[src/sv/pddvc_pkg.sv]
// shared types, constants and helpers for the polyline delta decoder with viewport cull
package pddvc_pkg;

	localparam int COORD_W          = 32;
	localparam int COUNT_W          = 16;
	localparam int VARINT_MAX_BYTES = 5;
	localparam int COORD_SHIFT_DEF  = 5;
	localparam int QUEUE_DEPTH_DEF  = 4;
	localparam int ADDR_W           = 5;
	localparam int DATA_W           = 32;

	// sticky byte-count code marking a malformed object
	localparam logic [2:0] NB_BAD = 3'd7;

	typedef enum logic [2:0] {
		REG_QUERY_LEFT   = 3'd0,
		REG_QUERY_RIGHT  = 3'd1,
		REG_QUERY_TOP    = 3'd2,
		REG_QUERY_BOTTOM = 3'd3,
		REG_ORIGIN_X     = 3'd4,
		REG_ORIGIN_Y     = 3'd5
	} reg_idx_t;

	typedef enum logic [1:0] {
		VERDICT_HIDDEN    = 2'd0,
		VERDICT_VISIBLE   = 2'd1,
		VERDICT_MALFORMED = 2'd2
	} verdict_t;

	// one queue entry: a decoded value and/or an end-of-object mark
	typedef struct packed {
		logic               bad;
		logic               last;
		logic               has_value;
		logic [COORD_W-1:0] value;
	} entry_t;

	typedef struct packed {
		logic [COORD_W-1:0] left;
		logic [COORD_W-1:0] right;
		logic [COORD_W-1:0] top;
		logic [COORD_W-1:0] bottom;
	} query_t;

	// bit position of the 7-bit group for a given byte count
	function automatic logic [4:0] group_shift(input logic [2:0] nb);
		logic [4:0] sh;
		case (nb)
			3'd0:    sh = 5'd0;
			3'd1:    sh = 5'd7;
			3'd2:    sh = 5'd14;
			3'd3:    sh = 5'd21;
			3'd4:    sh = 5'd28;
			default: sh = 5'd0;
		endcase
		return sh;
	endfunction

	// undo the zigzag sign mapping
	function automatic logic [COORD_W-1:0] unzigzag(input logic [COORD_W-1:0] a);
		return (a >> 1) ^ {COORD_W{a[0]}};
	endfunction

endpackage

[src/sv/pddvc_front.sv]
// front end: varint byte assembly, zigzag decode and fault classification
module pddvc_front import pddvc_pkg::*; (
	input  logic       clk,
	input  logic       arst_n,
	input  logic [7:0] data_byte,
	input  logic       last_byte,
	input  logic       take,
	output logic       push,
	output entry_t     entry
);

	logic [COORD_W-1:0] acc_q, acc_or, acc_nx;
	logic [2:0]         nb_q, nb_step, nb_nx;
	logic               done;

	// merge the byte into the partial value and work out the next count
	always_comb begin
		acc_or  = acc_q | (COORD_W'({data_byte[6:0]}) << group_shift(nb_q));
		done    = 1'b0;
		nb_step = nb_q;
		acc_nx  = acc_q;
		if (nb_q != NB_BAD) begin
			acc_nx = acc_or;
			if (data_byte[7]) begin
				nb_step = (3'(nb_q + 3'd1) >= 3'(VARINT_MAX_BYTES)) ? NB_BAD : 3'(nb_q + 3'd1);
			end else begin
				done    = 1'b1;
				nb_step = 3'd0;
				acc_nx  = '0;
			end
		end
		nb_nx = nb_step;
		if (last_byte) begin
			nb_nx  = 3'd0;
			acc_nx = '0;
		end
	end

	// entry towards the queue
	always_comb begin
		entry.value     = unzigzag(acc_or);
		entry.has_value = done;
		entry.last      = last_byte;
		entry.bad       = (nb_step != 3'd0);
		push            = take && (done || last_byte);
	end

	always_ff @(posedge clk or negedge arst_n) begin
		if (!arst_n) begin
			acc_q <= '0;
			nb_q  <= 3'd0;
		end else if (take) begin
			acc_q <= acc_nx;
			nb_q  <= nb_nx;
		end
	end

endmodule

[src/sv/pddvc_queue.sv]
// short first-in first-out queue between the front and back ends
module pddvc_queue import pddvc_pkg::*; #(
	parameter int DEPTH = QUEUE_DEPTH_DEF
) (
	input  logic                       clk,
	input  logic                       arst_n,
	input  logic                       push,
	input  entry_t                     push_data,
	input  logic                       pop,
	output entry_t                     pop_data,
	output logic                       full,
	output logic                       empty,
	output logic [$clog2(DEPTH+1)-1:0] count
);

	localparam int PTR_W = (DEPTH > 1) ? $clog2(DEPTH) : 1;
	localparam int CNT_W = $clog2(DEPTH + 1);

	entry_t           slot_q [DEPTH];
	logic [PTR_W-1:0] wr_q, rd_q;
	logic [CNT_W-1:0] cnt_q;

	assign full     = (cnt_q == CNT_W'(DEPTH));
	assign empty    = (cnt_q == '0);
	assign count    = cnt_q;
	assign pop_data = slot_q[rd_q];

	// storage
	always_ff @(posedge clk) begin
		if (push) begin
			slot_q[wr_q] <= push_data;
		end
	end

	// pointers and fill count
	always_ff @(posedge clk or negedge arst_n) begin
		if (!arst_n) begin
			wr_q  <= '0;
			rd_q  <= '0;
			cnt_q <= '0;
		end else begin
			if (push) begin
				wr_q <= (wr_q == PTR_W'(DEPTH - 1)) ? '0 : PTR_W'(wr_q + 1'b1);
			end
			if (pop) begin
				rd_q <= (rd_q == PTR_W'(DEPTH - 1)) ? '0 : PTR_W'(rd_q + 1'b1);
			end
			case ({push, pop})
				2'b10:   cnt_q <= CNT_W'(cnt_q + 1'b1);
				2'b01:   cnt_q <= CNT_W'(cnt_q - 1'b1);
				default: cnt_q <= cnt_q;
			endcase
		end
	end

endmodule

[src/sv/pddvc_back.sv]
// back end: x/y pairing, point accumulation, rectangle test, box tracking and verdict
module pddvc_back import pddvc_pkg::*; #(
	parameter int COORD_SHIFT = COORD_SHIFT_DEF
) (
	input  logic               clk,
	input  logic               arst_n,
	input  query_t             query,
	input  logic [COORD_W-1:0] origin_x,
	input  logic [COORD_W-1:0] origin_y,
	input  entry_t             entry,
	input  logic               avail,
	output logic               pop,
	output logic               out_valid,
	output verdict_t           out_verdict,
	output logic [COUNT_W-1:0] out_total,
	input  logic               out_ready
);

	localparam logic [COORD_W-1:0] ORIGIN_MASK = ~((COORD_W'(1) << COORD_SHIFT) - COORD_W'(1));
	localparam logic [COORD_W-1:0] BOX_MIN_INIT = {1'b0, {(COORD_W-1){1'b1}}};

	logic adv;

	// pairing state
	logic               open_q, expect_q;
	logic [COORD_W-1:0] pending_q, prev_x_q, prev_y_q;
	logic [COORD_W-1:0] prev_x_use, prev_y_use, x_new, y_new;
	logic               make_point, expect_nx;

	// stage 1
	logic               v_s1, pt_s1, last_s1, bad_s1;
	logic [COORD_W-1:0] x_s1, y_s1;

	// accumulation state
	logic               inside_q, inside_nx, in_rect, widen;
	logic [COORD_W-1:0] minx_q, maxx_q, miny_q, maxy_q;
	logic [COORD_W-1:0] minx_nx, maxx_nx, miny_nx, maxy_nx;
	logic [COUNT_W-1:0] cnt_q, cnt_nx;

	// stage 2 snapshot of a finished object
	logic               res_s2, bad_s2, inside_s2;
	logic [COORD_W-1:0] minx_s2, maxx_s2, miny_s2, maxy_s2;
	logic [COUNT_W-1:0] cnt_s2;
	logic               overlap;
	verdict_t           verdict_c;

	// output register
	logic               out_valid_q;
	verdict_t           verdict_q;
	logic [COUNT_W-1:0] total_q;

	// whole back end moves together unless a result waits unclaimed
	assign adv = !(out_valid_q && !out_ready);
	assign pop = adv && avail;

	// pairing of x and y values into points
	always_comb begin
		prev_x_use = open_q ? prev_x_q : (origin_x & ORIGIN_MASK);
		prev_y_use = open_q ? prev_y_q : (origin_y & ORIGIN_MASK);
		x_new      = COORD_W'((pending_q << COORD_SHIFT) + prev_x_use);
		y_new      = COORD_W'((entry.value << COORD_SHIFT) + prev_y_use);
		make_point = entry.has_value && expect_q;
		expect_nx  = entry.has_value ? !expect_q : expect_q;
	end

	always_ff @(posedge clk or negedge arst_n) begin
		if (!arst_n) begin
			open_q   <= 1'b0;
			expect_q <= 1'b0;
		end else if (pop) begin
			open_q   <= !entry.last;
			expect_q <= entry.last ? 1'b0 : expect_nx;
		end
	end

	always_ff @(posedge clk) begin
		if (pop) begin
			if (entry.has_value && !expect_q) begin
				pending_q <= entry.value;
			end
			prev_x_q <= make_point ? x_new : prev_x_use;
			prev_y_q <= make_point ? y_new : prev_y_use;
		end
	end

	// stage 1 registers
	always_ff @(posedge clk or negedge arst_n) begin
		if (!arst_n) begin
			v_s1 <= 1'b0;
		end else if (adv) begin
			v_s1 <= pop;
		end
	end

	always_ff @(posedge clk) begin
		if (pop) begin
			pt_s1   <= make_point;
			last_s1 <= entry.last;
			bad_s1  <= entry.bad || expect_nx;
			x_s1    <= x_new;
			y_s1    <= y_new;
		end
	end

	// rectangle test, box widening and point count
	always_comb begin
		in_rect = ($signed(query.left) <= $signed(x_s1)) && ($signed(x_s1) <= $signed(query.right))
			&& ($signed(query.top) <= $signed(y_s1)) && ($signed(y_s1) <= $signed(query.bottom));
		inside_nx = inside_q || (pt_s1 && in_rect);
		widen     = pt_s1 && !inside_nx;
		minx_nx   = (widen && ($signed(x_s1) <= $signed(minx_q))) ? x_s1 : minx_q;
		maxx_nx   = (widen && ($signed(maxx_q) <= $signed(x_s1))) ? x_s1 : maxx_q;
		miny_nx   = (widen && ($signed(y_s1) <= $signed(miny_q))) ? y_s1 : miny_q;
		maxy_nx   = (widen && ($signed(maxy_q) <= $signed(y_s1))) ? y_s1 : maxy_q;
		cnt_nx    = (pt_s1 && (cnt_q != '1)) ? COUNT_W'(cnt_q + 1'b1) : cnt_q;
	end

	always_ff @(posedge clk or negedge arst_n) begin
		if (!arst_n) begin
			inside_q <= 1'b0;
			minx_q   <= BOX_MIN_INIT;
			maxx_q   <= '0;
			miny_q   <= BOX_MIN_INIT;
			maxy_q   <= '0;
			cnt_q    <= '0;
			res_s2   <= 1'b0;
		end else if (adv) begin
			res_s2 <= v_s1 && last_s1;
			if (v_s1) begin
				if (last_s1) begin
					inside_q <= 1'b0;
					minx_q   <= BOX_MIN_INIT;
					maxx_q   <= '0;
					miny_q   <= BOX_MIN_INIT;
					maxy_q   <= '0;
					cnt_q    <= '0;
				end else begin
					inside_q <= inside_nx;
					minx_q   <= minx_nx;
					maxx_q   <= maxx_nx;
					miny_q   <= miny_nx;
					maxy_q   <= maxy_nx;
					cnt_q    <= cnt_nx;
				end
			end
		end
	end

	// snapshot of the finished object
	always_ff @(posedge clk) begin
		if (adv && v_s1 && last_s1) begin
			bad_s2    <= bad_s1;
			inside_s2 <= inside_nx;
			minx_s2   <= minx_nx;
			maxx_s2   <= maxx_nx;
			miny_s2   <= miny_nx;
			maxy_s2   <= maxy_nx;
			cnt_s2    <= cnt_nx;
		end
	end

	// final verdict from the snapshot
	always_comb begin
		overlap = ($signed(query.left) <= $signed(maxx_s2))
			&& ($signed(minx_s2) <= $signed(query.right))
			&& ($signed(miny_s2) <= $signed(query.bottom))
			&& ($signed(query.top) <= $signed(maxy_s2));
		if (bad_s2) begin
			verdict_c = VERDICT_MALFORMED;
		end else if (inside_s2 || overlap) begin
			verdict_c = VERDICT_VISIBLE;
		end else begin
			verdict_c = VERDICT_HIDDEN;
		end
	end

	// output register
	always_ff @(posedge clk or negedge arst_n) begin
		if (!arst_n) begin
			out_valid_q <= 1'b0;
		end else if (adv) begin
			out_valid_q <= res_s2;
		end
	end

	always_ff @(posedge clk) begin
		if (adv && res_s2) begin
			verdict_q <= verdict_c;
			total_q   <= cnt_s2;
		end
	end

	assign out_valid   = out_valid_q;
	assign out_verdict = verdict_q;
	assign out_total   = total_q;

endmodule

[src/sv/polyline_delta_decode_viewport_cull.sv]
// top level: configuration registers, front end, queue, back end and stream ports
// Takes one encoded byte per cycle, sustained, for as long as the result side keeps up:
// the front end assembles base-128 varints and hands decoded values (and the end-of-object
// mark) to a QUEUE_DEPTH-entry queue, so the byte side is held off only when that queue is
// full. The back end pairs values into points, tests each point against the query rectangle
// and widens the bounding box, one queue entry per cycle, and delivers one result per object
// once its last byte has passed the queue, pairing stage, accumulation stage and output register.
// While a finished result waits unclaimed the whole back end holds, and the byte side runs on
// only until the queue fills. The query registers are read live; origin_x/origin_y are
// sampled when the back end takes the first queue entry of each object.
// There is no clearing pass after reset.
module polyline_delta_decode_viewport_cull import pddvc_pkg::*; #(
	parameter int COORD_SHIFT = COORD_SHIFT_DEF,
	parameter int QUEUE_DEPTH = QUEUE_DEPTH_DEF
) (
	input  logic              clk,
	input  logic              arst_n,
	// configuration port
	input  logic              psel,
	input  logic              penable,
	input  logic              pwrite,
	input  logic [ADDR_W-1:0] paddr,
	input  logic [DATA_W-1:0] pwdata,
	output logic [DATA_W-1:0] prdata,
	output logic              pready,
	// byte input
	input  logic              s_tvalid,
	output logic              s_tready,
	input  logic [7:0]        s_tdata,  // [7:0] data_byte
	input  logic              s_tlast,  // last_byte
	// result output
	output logic              m_tvalid,
	input  logic              m_tready,
	output logic [23:0]       m_tdata   // [1:0] verdict, [17:2] point_total, [23:18] zero
);

	query_t                         query_q;
	logic [COORD_W-1:0]             origin_x_q, origin_y_q;
	logic                           cfg_wr;
	reg_idx_t                       cfg_idx;

	logic                           take, q_push, q_pop, q_full, q_empty;
	entry_t                         q_in, q_out;
	logic [$clog2(QUEUE_DEPTH+1)-1:0] q_count;
	verdict_t                       verdict;
	logic [COUNT_W-1:0]             point_total;

	// register access
	assign pready  = 1'b1;
	assign cfg_wr  = psel && penable && pwrite && pready;
	assign cfg_idx = reg_idx_t'(paddr[4:2]);

	always_ff @(posedge clk or negedge arst_n) begin
		if (!arst_n) begin
			query_q    <= '0;
			origin_x_q <= '0;
			origin_y_q <= '0;
		end else if (cfg_wr) begin
			case (cfg_idx)
				REG_QUERY_LEFT:   query_q.left   <= pwdata;
				REG_QUERY_RIGHT:  query_q.right  <= pwdata;
				REG_QUERY_TOP:    query_q.top    <= pwdata;
				REG_QUERY_BOTTOM: query_q.bottom <= pwdata;
				REG_ORIGIN_X:     origin_x_q     <= pwdata;
				REG_ORIGIN_Y:     origin_y_q     <= pwdata;
				default:          ;
			endcase
		end
	end

	always_comb begin
		case (cfg_idx)
			REG_QUERY_LEFT:   prdata = query_q.left;
			REG_QUERY_RIGHT:  prdata = query_q.right;
			REG_QUERY_TOP:    prdata = query_q.top;
			REG_QUERY_BOTTOM: prdata = query_q.bottom;
			REG_ORIGIN_X:     prdata = origin_x_q;
			REG_ORIGIN_Y:     prdata = origin_y_q;
			default:          prdata = '0;
		endcase
	end

	// byte side handshake
	assign s_tready = !q_full;
	assign take     = s_tvalid && s_tready;

	pddvc_front u_front (
		.clk       (clk),
		.arst_n    (arst_n),
		.data_byte (s_tdata),
		.last_byte (s_tlast),
		.take      (take),
		.push      (q_push),
		.entry     (q_in)
	);

	pddvc_queue #(
		.DEPTH (QUEUE_DEPTH)
	) u_queue (
		.clk       (clk),
		.arst_n    (arst_n),
		.push      (q_push),
		.push_data (q_in),
		.pop       (q_pop),
		.pop_data  (q_out),
		.full      (q_full),
		.empty     (q_empty),
		.count     (q_count)
	);

	pddvc_back #(
		.COORD_SHIFT (COORD_SHIFT)
	) u_back (
		.clk         (clk),
		.arst_n      (arst_n),
		.query       (query_q),
		.origin_x    (origin_x_q),
		.origin_y    (origin_y_q),
		.entry       (q_out),
		.avail       (!q_empty),
		.pop         (q_pop),
		.out_valid   (m_tvalid),
		.out_verdict (verdict),
		.out_total   (point_total),
		.out_ready   (m_tready)
	);

	// result packing
	assign m_tdata = {6'd0, point_total, verdict};

	// checks
	a_push_not_full: assert property (@(posedge clk) disable iff (!arst_n)
		q_push |-> !q_full)
		else $error("queue written while full");

	a_pop_not_empty: assert property (@(posedge clk) disable iff (!arst_n)
		q_pop |-> !q_empty)
		else $error("queue read while empty");

	a_count_bound: assert property (@(posedge clk) disable iff (!arst_n)
		(q_full && !q_pop) |=> (q_count == $past(q_count)))
		else $error("queue count moved past its depth");

endmodule
[config.mk]
export PLATFORM = sky130hd
export DESIGN_NAME = polyline_delta_decode_viewport_cull
export DESIGN_NICKNAME = d
export VERILOG_FILES = /design/src/sv/pddvc_pkg.sv /design/src/sv/pddvc_front.sv /design/src/sv/pddvc_queue.sv /design/src/sv/pddvc_back.sv /design/src/sv/polyline_delta_decode_viewport_cull.sv
export SDC_FILE = /design/constraint.sdc
export NUM_CORES = 2
export LEC_CHECK = 0
export BUFFER_PORTS_ARGS = -buffer_cell sky130_fd_sc_hd__buf_2
export CAP_MARGIN = 20
export CORE_MARGIN = 8
export CORE_UTILIZATION = 50
export CTS_CLUSTER_SIZE = 40
export DETAILED_ROUTE_END_ITERATION = 10
export PLACE_DENSITY = 0.72
export SLEW_MARGIN = 20
export SYNTH_ARGS = -nofsm -noshare
export SYNTH_HDL_FRONTEND = slang
export SYNTH_HIERARCHICAL = 1
export SYNTH_SLANG_ARGS = --single-unit
[constraint.sdc]
create_clock -name clk -period 4.3 [get_ports clk]
set_input_delay 0.43 -clock clk [delete_from_list [all_inputs] [get_ports clk]]
set_output_delay 0.43 -clock clk [all_outputs]
set_load 0.02 [all_outputs]
==> results_dict.tcl <==
set metrics [dict create \
    period_needed_ps 4170 \
    clk_path_buf_depth 3 \
    final_common_cell "edfxtp_1" \
    cpLargestDelayFamily "simple AND/OR/NAND/NOR gates" \
    io_buffers 102 \
    worstSkewPairLatency_ps 680 \
    fillers 7729 \
    fin_crit_sh_pct 96.9 \
    grt_pass1_wl_um 207000 \
    rsz0062_at_grt "no" \
    routed_wirelength_um 136000 \
    maxSlewHeadroom_pct 32.8 \
    path_common_cell "buf_4" \
    tightest_slew_ps 1000 \
    dpl_worst_slack_ps -13.3 \
    start_util_pct 50.1 \
    via_per_inst 6.18 \
    die_h_um 321 \
    drv_cap 0 \
    clock_skew_ps 54.1 \
    cp_max_fo 6 \
    p_leak_uw 0.0229 \
    layout.cells.non_filler 5568 \
    ir_worst_vdd_mv 0.509 \
    end_kind "flop" \
    fp.dieW_um 321 \
    dieArea_um2 103000 \
    path_cells "buf_12 > mux4_2 > ha_1 > nor2b_1 > o2111ai_1 > nand4b_1 > a221oi_2 > buf_4 > o211a_1 > o21ai_0 > and4b_1 > nor4_1 > buf_4 > xor2_1" \
    core_um2 92800 \
    antenna_left 0 \
    grt_max_degree 115 \
    max_stage_delay_ps 550 \
    drive_gt1_share_pct 21.7 \
    power_density_nw_per_um2 796 \
    grt.total_usage_pct 25.8 \
    netlist_instances 4046 \
    area_delta_synth_final_pct 12.6 \
    drc 0 \
    fin_ws_ps 135 \
    final.setup.tns_ps 0 \
    cts_root_buf "clkbuf_16" \
    required_ps 4710 \
    crit_type "flop to flop" \
    fmax_ghz 0.240 \
    finalHoldViolations 0 \
    cts.clk_slew.worst_paths_ps 60 \
    worstPathArrival_ps 4580 \
    htreeDepth 3 \
    final_cell_mix "edfxtp_1 (422), ha_1 (409), mux2_2 (323)" \
    syn-cell-area_um2 46500 \
    cp.buffers_inverters 3 \
    grt-ovfl-total 0 \
    critPathLaunchType "flop" \
    core.rowCount 112 \
    cts_tree "yes" \
    via_count 34400 \
    antenna_found_initial 23 \
    dr.pass1.iters 6 \
    final_core_util_pct 56.5 \
    hpwl_um 101000 \
    holdCritPathClass "input port to flop" \
    finalSetupViolCount 0 \
    dp.cells 5391 \
    gp_congestion 0.980 \
    pin_count 112 \
    avgSynthCellArea_um2 11.5 \
    critPathSlowestCell "mux4_2" \
    numCtsBuffers 88 \
    drtIter0Drc 3448 \
    outcome "completed" \
    grt_pass1_vias 33800 \
    ys_warn_count 6 \
    final_nets 4698 \
    wl_per_cell_um 24.5 \
    clkSinkCount 802 \
    final_max_slew_viol_count 0 \
]
[area by class of cell]
type / count / area [um2] / share of cell area [%]
Multi-Input combinational cell: 2720 / 22100 / 42.2
Antenna cell: 8 / 20.0 / 0.0382
Inverter: 325 / 1230 / 2.36
Clock buffer: 124 / 2500 / 4.77
Clock inverter: 40 / 470 / 0.898
Sequential cell: 802 / 22300 / 42.5
Timing Repair Buffer: 295 / 2240 / 4.27
Tap cell: 1254 / 1570 / 2.99
[flip-flops by register name (all words and copies together), names as in the netlist, 28 cells and up]
name and flops:
query_q 128, u_back/maxy_q 32, u_queue/slot_q 120, u_back/maxx_s2 32, u_front/acc_q 28, u_back/maxx_q 32, u_back/minx_s2 32, origin_y_q 32
origin_x_q 32, u_back/miny_s2 32, u_back/maxy_s2 32, u_back/minx_q 32, u_back/miny_q 32
[metrics by stage]
stage / total power [uW] / hold WS, ps / instance area [um2]
after floorplan: 26600 / 134 / 46500
after global placement: 32800 / 401 / 49300
after detailed placement: 33500 / 405 / 49300
after CTS: 41400 / 55.1 / 52300
after global routing: 44100 / 63.9 / 52400
final: 41700 / 87.6 / 52400
[power breakdown]
group          switching [uW]  leakage, uW  internal (uW)
Clock                    3270      0.00146           4460
Sequential               1770      0.00882          12100
Combinational           12400       0.0126           7780
Total                   17400       0.0229          24300
[metal layers]
layer | vias to the layer above | track usage (%) | share of wire [%] | wire length [um]
met5 | - | 0 | 0.051 | 69
met4 | 10 | 11.2 | 5.0 | 6860
met3 | 345 | 6.52 | 8.7 | 11900
met2 | 1486 | 41.8 | 47 | 63500
met1 | 17100 | 32.9 | 40 | 54000
li1 | 15500 | - | - | -
[timing repair]
item,4_1_cts,5_1_grt
gates resized for setup,0,12
hold buffers,1,0
endpoints found under the setup margin,20,119
hold endpoints to repair,80,0
cloned,1,0
pin swaps,1,0
buffers inserted,0,3
[path summary, 6_finish.rpt]
kind / startpoint / to / slack [ps] / cells after the start
max: u_queue/rd_q[0] / u_back/prev_y_q[31] / 130 / 14
min: pwdata[1] / query_q[97] / 90 / 2
max reg2reg: u_queue/rd_q[0] / u_back/prev_y_q[31] / 130 / 14
min reg2reg: u_back/cnt_s2[0] / u_back/out_total[0] / 420 / 0
max in group asynchronous: arst_n / query_q[18] / 2880 / 3
min in group asynchronous: arst_n / u_back/cnt_q[5] / 390 / 2
(Power assumes the default switching activity.)
